[src/design/bpt_pkg.sv]
package bpt_pkg;

    // Table geometry.
    localparam int TABLE_DEPTH = 64;
    localparam int IDX_W       = $clog2(TABLE_DEPTH);
    localparam int TRK_W       = 6;
    localparam int CFG_IDX_W   = 2;
    localparam int CFG_DATA_W  = 20;

    // Configuration register indexes.
    localparam logic [CFG_IDX_W-1:0] CFG_TABLE_ENTRIES = 2'd0;
    localparam logic [CFG_IDX_W-1:0] CFG_COAST_GAIN    = 2'd1;
    localparam logic [CFG_IDX_W-1:0] CFG_RANGE_MARGIN  = 2'd2;

    // Configuration reset values.
    localparam logic [6:0]  TABLE_ENTRIES_RST = 7'd2;
    localparam logic [9:0]  COAST_GAIN_RST    = 10'd128;
    localparam logic [19:0] RANGE_MARGIN_RST  = 20'd5000;

    // Input word function codes.
    localparam logic FUNC_LOAD   = 1'b0;
    localparam logic FUNC_SAMPLE = 1'b1;

    // Fix kind codes.
    localparam logic [1:0] FIX_NEIGHBOR = 2'd0;
    localparam logic [1:0] FIX_CURRENT  = 2'd1;
    localparam logic [1:0] FIX_COASTED  = 2'd2;
    localparam logic [1:0] FIX_FAILED   = 2'd3;

    // Fixed margins of the validity window, 0.01 mm.
    localparam logic signed [33:0] VALID_LO    = 34'sd20000;
    localparam logic signed [33:0] VALID_HI_UP = 34'sd820000;
    localparam logic signed [33:0] VALID_HI_DN = 34'sd920000;
    localparam logic signed [33:0] POS_MAX     = 34'sh0FFFFFFFF;

    typedef struct packed {
        logic               func;
        logic [5:0]         entry_index;
        logic [31:0]        seg_code_start;
        logic [31:0]        seg_code_end;
        logic [31:0]        seg_true_start;
        logic [31:0]        seg_true_end;
        logic [31:0]        raw_position;
        logic signed [15:0] raw_velocity;
    } in_word_t;

    typedef struct packed {
        logic [31:0] abs_position;
        logic [5:0]  track_index;
        logic [1:0]  fix_kind;
        logic        position_valid;
    } out_word_t;

    // One table entry as held in the segment memory.
    typedef struct packed {
        logic [31:0] code_start;
        logic [31:0] code_end;
        logic [31:0] true_start;
        logic [31:0] true_end;
    } seg_entry_t;

    // Results of testing one entry against the reading.
    typedef struct packed {
        logic        in_range;
        logic        in_valid;
        logic [31:0] mapped_pos;
    } eval_res_t;

    typedef enum logic [3:0] {
        ST_IDLE,
        ST_SEARCH,
        ST_FETCH_LO,
        ST_FETCH_HI,
        ST_FETCH_CUR,
        ST_CHOOSE,
        ST_TEST_OTHER,
        ST_TEST_CUR,
        ST_COAST,
        ST_FIN
    } state_t;

    // Clamp a signed intermediate position to the 32-bit output range.
    function automatic logic [31:0] sat32(input logic signed [33:0] v);
        logic [31:0] r;
        if (v < 0) begin
            r = '0;
        end else if (v > POS_MAX) begin
            r = '1;
        end else begin
            r = v[31:0];
        end
        return r;
    endfunction

endpackage

[src/design/bpt_eval.sv]
module bpt_eval (
    input  bpt_pkg::seg_entry_t entry,
    input  logic [31:0]         reading,
    input  logic [19:0]         margin,
    output bpt_pkg::eval_res_t  res
);
    import bpt_pkg::*;

    logic signed [33:0] b;
    logic signed [33:0] cs;
    logic signed [33:0] ce;
    logic signed [33:0] ts;
    logic signed [33:0] m;
    logic               up_range;
    logic               up_map;
    logic               range_up;
    logic               range_dn;
    logic               valid_up;
    logic               valid_dn;
    logic signed [33:0] map_sum;

    assign b  = $signed({2'b00, reading});
    assign cs = $signed({2'b00, entry.code_start});
    assign ce = $signed({2'b00, entry.code_end});
    assign ts = $signed({2'b00, entry.true_start});
    assign m  = $signed({14'd0, margin});

    // Direction of the segment: strict for the window tests, inclusive for mapping.
    assign up_range = entry.code_start < entry.code_end;
    assign up_map   = entry.code_start <= entry.code_end;

    // Guarded window test with the configured margin.
    assign range_up = (b >= cs + m) && (b <= ce - m);
    assign range_dn = (b <= cs - m) && (b >= ce + m);

    // Validity window with the fixed margins.
    assign valid_up = (b >= cs + VALID_LO) && (b <= ce - VALID_HI_UP);
    assign valid_dn = (b <= cs - VALID_HI_DN) && (b >= ce + VALID_LO);

    // Barcode reading mapped to the actual track position.
    assign map_sum = up_map ? (ts + (b - cs)) : (ts + (cs - b));

    always_comb begin
        res.in_range   = up_range ? range_up : range_dn;
        res.in_valid   = up_range ? valid_up : valid_dn;
        res.mapped_pos = sat32(map_sum);
    end

endmodule

[config.mk]
export PLATFORM = sky130hd
export DESIGN_NAME = bpt_eval
export DESIGN_NICKNAME = d
export VERILOG_FILES = /design/src/design/bpt_pkg.sv /design/src/design/bpt_eval.sv
export SDC_FILE = /design/constraint.sdc
export NUM_CORES = 1
export LEC_CHECK = 0
export BUFFER_PORTS_ARGS = -buffer_cell sky130_fd_sc_hd__clkbuf_2
export CAP_MARGIN = 0
export CORE_MARGIN = 3
export CORE_UTILIZATION = 60
export DETAILED_ROUTE_END_ITERATION = 10
export PLACE_DENSITY_LB_ADDON = 0.3
export SETUP_SLACK_MARGIN = 0.02
export SYNTH_ARGS = -nofsm -noshare
export SYNTH_HDL_FRONTEND = slang
export SYNTH_SLANG_ARGS = --single-unit
[constraint.sdc]
create_clock -name vclk -period 13.2
set_clock_uncertainty 0.15 [all_clocks]
set_input_delay 1.98 -clock vclk [all_inputs]
set_output_delay 1.98 -clock vclk [all_outputs]
set_load 0.01 [all_outputs]
# Yosys cells after proc, flatten, opt, wreduce, memory -nomap -nowiden
# Cells that the tools add are included.
# Widths: inputs -> output; s select.
[totals]
inputBits = 180
output_inout_bits = 34
regBits = 0
[op_classes]
n_addsub = 12
n_lt_le_gt_ge = 12
reduce_logical = 4
muxes = 5
[op_table]
columns = ["op", "n"]
rows = [
  ["$ge 32x33->1", 4],
  ["$le 33x33->1", 4],
  ["$add 33x33->34", 2],
  ["$add 32x15->33 const B", 2],
  ["$add 32x20->33", 2],
  ["$sub 32x20->33", 2],
  ["$sub 32x20->33 const B", 2],
  ["$sub 32x32->33", 2],
  ["$mux 32", 2],
  ["$gt 34x33->1 const B", 1],
  ["$lt 34x1->1 const B", 1],
  ["$mux 34", 1],
  ["$le 32x32->1", 1],
  ["$lt 32x32->1", 1],
  ["$logic_and 1x1->1", 4],
  ["$mux 1", 2],
]

# Longest topological paths before layout
# Gate-level depths: netlist (run 1).
[depth]
depth_word = 6
mapped_depth = 24
depth_no_buf = 23

# Least setup slack after synthesis (run 1)
# Ideal clock, no wire load.
[synth_timing]
kind = "input-to-output"
startpoint = "in entry[92] (netlist name)"
endpoint = "out res[0] (netlist name)"
cell_stages = 24
arrival_time_ns = 7.345
required_time_ns = 11.070
setup_slack_ns = 3.725
path_buffers = 4
cell_sequence = "clkbuf_1 > clkinv_1 > ha_1 > nand4_1 > and4bb_2 > and2_1 > o22ai_1 > nor2_2 > buf_2 > clkbuf_1 > nor3_1 > a31oi_1 > xor2_1 > ha_1 > a21o_1 > a21oi_1 > and3_4 > o41a_1 > o31a_1 > a221o_2 > o311ai_4 > a211oi_4 > buf_6 > a21oi_1"
[synth_rtl]
columns = ["element", "line_no", "text"]
rows = [
  ["start: declaration", "bpt_eval.sv:2", "input bpt_pkg::seg_entry_t entry,"],
  ["end: declaration", "bpt_eval.sv:5", "output bpt_pkg::eval_res_t res"],
]

==> impl_metrics.tcl, run 1 <==
set metrics [dict create \
    start_kind "input pin" \
    num_vias 19200 \
    fp.dieW_um 178 \
    port_buffers 182 \
    cp_max_fo 32 \
    cap_violations 0 \
    pre_cts_ws_ns 2.52 \
    area_growth_pct 6.39 \
    final-hold-violation-count 0 \
    rsz0062_at_grt "false" \
    critPathArrivalTime_ns 8.69 \
    grt_antenna_before_repair 2 \
    drv_slew 0 \
    die_y_um 178 \
    cts_setup_buffers 0 \
    postRouteWirelength_um 56500 \
    start_util 0.612 \
    grt-ovfl-total 0 \
    finalInstanceArea_um2 18800 \
    seq_cell_count 0 \
    hold_class "input pin to output pin" \
    endpoint "res[29]" \
    hold_slack_ns 4.32 \
    fp.dieArea_um2 31500 \
    grt_max_degree 33 \
    status "finished clean" \
    register_area_um2 0 \
    vias_per_cell 6.52 \
    wl_met3_um 4040 \
    fmax_mhz 92.4 \
    ys_types 85 \
    hpwl_um 47800 \
    irDropWorstVdd_v 0.0000450 \
    period_needed_ns 10.82 \
    fin_setup_tns_ns 0 \
    clkbuf_count 0 \
    place.gp.congestion 1.02 \
    synth_cells 2450 \
    rows 62 \
    min_period_over_period 0.820 \
    route.met2.wl_um 25700 \
    first_pass_iters 6 \
    layout_common_cells "451 x ha_1, 266 x a21oi_1, 228 x xnor2_1" \
    postSynthAreaPerCell_um2 7.21 \
    relSlewSlack 0.274 \
    power_leakage_nw 9.05 \
    io_pins 214 \
    wl_met1_um 24000 \
    drive_above_1_share 0.0867 \
    hold_buffers 0 \
    post_drt_wl_per_cell_um 19.2 \
    drc 0 \
    hp-start "entry[32]" \
    syn_nets 3088 \
    dp_cells 2946 \
    cp.required_ns 11.07 \
    netlist_area_um2 17700 \
    antenna_left 0 \
    worst_slack_ns 2.38 \
    drt_iter0_markers 1543 \
    ys.warnings.count 0 \
    worst-setup-path-type "input pin to output pin" \
    layout_commonest_cell "ha_1" \
    final-setup-viol-count 0 \
    placed_area_um2 18800 \
    synth_seq_area_share 0 \
    grt_use_total 0.343 \
    core-area_um2 28900 \
    worst_pin_slew_ns 1.07 \
    grt_pass1_wl_um 90200 \
    instances_no_fill 2948 \
    end_kind "output pin" \
    nets 3202 \
    top_layer_used "met4" \
    cellPowerDensity_nw_per_um2 68.2 \
    holdPathStages 5 \
    startpoint "entry[84]" \
    grt_pass1_vias 18700 \
    ctsResizeCount 0 \
]
==> synthesized netlist by cell type (14+ instances only) <==
cell type    n  share of area
o21bai_1    45          0.019
nor2b_1     30          0.011
nand3_1     65          0.018
xnor2_1    229           0.11
o21ai_0    127          0.036
ha_1       451           0.32
o211ai_1    17         0.0072
a21boi_0    15         0.0064
a211oi_1    24          0.010
a21oi_1    266          0.075
nand4_1     77          0.027
xor2_1      33          0.016
and2_1      14         0.0050
nand2b_1    22         0.0078
nor3_1      64          0.018
o21a_1      18         0.0076
nor4_1      28         0.0099
nor2_1     170          0.036
a31oi_1     28         0.0099
nand2_1    131          0.028
mux2i_1     17         0.0096
a21o_1     117          0.050
clkbuf_1    61          0.013
inv_1      179          0.038
and3_1      19         0.0067
==> critical path: stages <==
cell       delay [ns]
clkbuf_2         0.31
clkinv_1         0.40
ha_1             0.40
and4_1           0.20
and4bb_2         0.25
and2_1           0.16
a311oi_1         0.71
nor2_4           0.33
mux2i_1          0.31
o21ai_0          0.12
a21oi_1          0.21
xnor2_1          0.14
ha_1             0.32
a2111oi_0        0.35
o21ai_0          0.22
a21oi_2          0.27
o21ai_1          0.19
a311oi_2         0.47
a21oi_1          0.12
a211oi_1         0.37
xnor2_2          0.15
buf_4            0.34
a41oi_1          0.18
clkbuf_2         0.17
==> how the worst min path moves through the flow <==
stage / to / slack [ns]
floorplan: res[0] / 4.14
global placement: res[0] / 4.29
detailed placement: res[0] / 4.32
CTS: res[0] / 4.32
global route: res[0] / 4.36
finish: res[0] / 4.32
==> power breakdown <==
group	internal, W	switching, W	total, W
sequential	0	0	0
combinational	0.000530	0.000751	0.00128
clock	0.0000000000203	0	0.0000000000203
total	0.000530	0.000751	0.00128
==> layout make-up <==
class	count	area, µm²
antenna	2	5.00
inverter	190	713
multi-input combinational	2185	16700
fill	2669	10100
tap	384	480
timing repair buffer	187	948
==> metrics by stage <==
step,power (W),util
after detailed placement,0.00126,0.651
after global placement,0.00122,0.651
after floorplan,0.000922,-
after global routing,0.00142,0.651
final,0.00128,0.651
after CTS,0.00126,0.651
==> layer usage <==
layer	vias up	track usage
met5	-	0
met4	0	0.147
met3	172	0.0199
met2	827	0.587
met1	8970	0.444
li1	9251	-
==> logic make-up after synthesis <==
| group | after synthesis | share of synthesized area |
|---|---|---|
| compound gates | 767 | 0.279 |
| xor+xnor | 262 | 0.130 |
| fa+ha+maj | 458 | 0.327 |
| buf+inv | 265 | 0.0583 |
| mux | 19 | 0.0109 |
| simple gates | 679 | 0.194 |
(Power assumes the default switching activity.)
==> inputs of run 2 (changes only) <==
--- a/config.mk
+++ b/config.mk
@@ -5,10 +5,11 @@
 export SDC_FILE = /design/constraint.sdc
 export NUM_CORES = 1
 export LEC_CHECK = 0
+export ABC_AREA = 1
 export BUFFER_PORTS_ARGS = -buffer_cell sky130_fd_sc_hd__clkbuf_2
 export CAP_MARGIN = 0
 export CORE_MARGIN = 3
-export CORE_UTILIZATION = 60
+export CORE_UTILIZATION = 57
 export DETAILED_ROUTE_END_ITERATION = 10
 export PLACE_DENSITY_LB_ADDON = 0.3
 export SETUP_SLACK_MARGIN = 0.02
==> constraint.sdc (replaced) <==
create_clock -name vclk -period 9.9
set_clock_uncertainty 0.15 [all_clocks]
set_input_delay 1.485 -clock vclk [all_inputs]
set_output_delay 1.485 -clock vclk [all_outputs]
set_load 0.01 [all_outputs]
==> impl_metrics.tcl, run 2 <==
set metrics [dict create \
    fmax_mhz 118 \
    fp.dieW_um 193 \
    drt_iter0_markers 1646 \
    ys_types 59 \
    final-hold-violation-count 0 \
    cts_setup_buffers 0 \
    yosysTopAreaCell "ha_1" \
    clkbuf_count 0 \
    grt_max_degree 35 \
    postRouteWirelength_um 73400 \
    status "finished clean" \
    end_kind "output pin" \
    first_pass_iters 6 \
    critPathArrivalTime_ns 6.87 \
    vias_per_cell 6.00 \
    core-area_um2 34000 \
    drv_slew 0 \
    synth_seq_area_share 0 \
    num_vias 23000 \
    layout_common_cells "667 x nand2_1, 483 x inv_1, 451 x ha_1" \
    rows 67 \
    slowest_stage "nand3_2" \
    netlist.area_leader.share 0.283 \
    synth.most_common_cell "nand2_1" \
    io_pins 214 \
    post_drt_wl_per_cell_um 19.1 \
    grt_pass1_vias 21700 \
    fin_setup_tns_ns 0 \
    ctsResizeCount 0 \
    synth_cells 3270 \
    hold_slack_ns 3.40 \
    slowest_delay_ns 0.49 \
    layout_commonest_cell "nand2_1" \
    drc 0 \
    hold_class "input pin to output pin" \
    power_leakage_nw 11.6 \
    grt_pass1_wl_um 113000 \
    min_period_over_period 0.859 \
    cp_max_fo 34 \
    irDropWorstVdd_v 0.000143 \
    final-setup-viol-count 0 \
    hpwl_um 63500 \
    grt-ovfl-total 0 \
    register_area_um2 0 \
    relSlewSlack 0.319 \
    drive_above_1_share 0.0805 \
    die_y_um 193 \
    rsz0062_at_grt "false" \
    syn_nets 3908 \
    place.gp.congestion 1.03 \
    start_kind "input pin" \
    hold_buffers 0 \
    cp.required_ns 8.27 \
    start_util 0.586 \
    cellPowerDensity_nw_per_um2 89.9 \
    multiInputGateArea_um2 17700 \
    period_needed_ns 8.51 \
    cap_violations 0 \
    synth_commonest_cells "667 x nand2_1, 483 x inv_1, 451 x ha_1" \
    postSynthAreaPerCell_um2 6.10 \
    ys.warnings.count 0 \
    netlist_area_um2 19900 \
    antenna_left 0 \
    synth.area.top_cells "ha_1 28%, nand2_1 13%, xor2_1 10%" \
    port_buffers 182 \
    seq_cell_count 0 \
    grt_use_total 0.377 \
    grt_antenna_before_repair 3 \
    crit_path_frequent_cell "nand2_1" \
    fp.dieArea_um2 37300 \
    worst-setup-path-type "input pin to output pin" \
    nets 4030 \
    worst_pin_slew_ns 1.01 \
    fill_cells 3441 \
    area_growth_pct 5.76 \
]
[run 2: changes by cell type in the layout (fill, tap and decap cells not counted), sizes merged, moves of 92 or more]
cell,before,now
nand2,131,680
xor2,33,233
a21oi,272,364
xnor2,229,33
nor2,171,291
inv,179,494
[run 2: where the power goes]
part / total (W) / internal, W / leakage [nW] / switching, W
Clock: 0.0000000000135 / 0.0000000000135 / 0.00000634 / 0
Sequential: 0 / 0 / 0 / 0
Combinational: 0.00190 / 0.000675 / 11.6 / 0.00122
[run 2: path summary, 6_finish.rpt]
| path | end | cells past startpoint | slack [ns] | startpoint |
|---|---|---|---|---|
| worst max-delay path | res[10] | 27 | 1.39 | entry[89] |
| worst min-delay path | res[1] | 6 | 3.40 | entry[33] |
[run 2: worst max-delay path, delay by kind of cell]
family	cells	cell delay, ns
xor+xnor	1	0.19
fa+ha+maj	2	0.80
compound gates	4	0.82
simple gates	13	2.39
buf+inv	7	1.16
[run 2: cells by family after synthesis]
kind of cell | Yosys count | share of synthesized area
AOI/OAI and AO/OA | 656 | 0.188
xor gates and xnor gates | 266 | 0.117
adders and majority gates | 458 | 0.290
buffers and inverters | 569 | 0.113
and+or+nand+nor | 1321 | 0.292
[run 2: metal layers]
metal / vias up / track usage / wire length (µm) / part of all wire
met1: 10600 / 0.469 / 29300 / 0.40
met2: 993 / 0.655 / 34100 / 0.46
met3: 212 / 0.0293 / 5530 / 0.075
li1: 11200 / - / - / -
met4: 4 / 0.193 / 4420 / 0.060
met5: - / 0 / 27 / 0.00037
[run 2: area by class of cell]
cell class,count,area share
tap,448,0.0266
inverter,502,0.0894
timing repair buffer,187,0.0450
multi-input combinational,2701,0.839
antenna,1,0.000119
[run 2: metrics by stage]
step | utilization | setup slack [ns] | std cells | instance area (µm²) | total power, W
6_report | 0.619 | 1.39 | 3839 | 21100 | 0.00190
5_1_grt | 0.619 | 0.909 | 3839 | 21100 | 0.00211
4_1_cts | 0.619 | 1.51 | 3838 | 21100 | 0.00187
3_5_place_dp | 0.619 | 1.52 | 3838 | 21100 | 0.00186
3_3_place_gp | 0.619 | 1.71 | 3838 | 21100 | 0.00182
2_1_floorplan | - | 3.15 | 3270 | 19900 | 0.00132
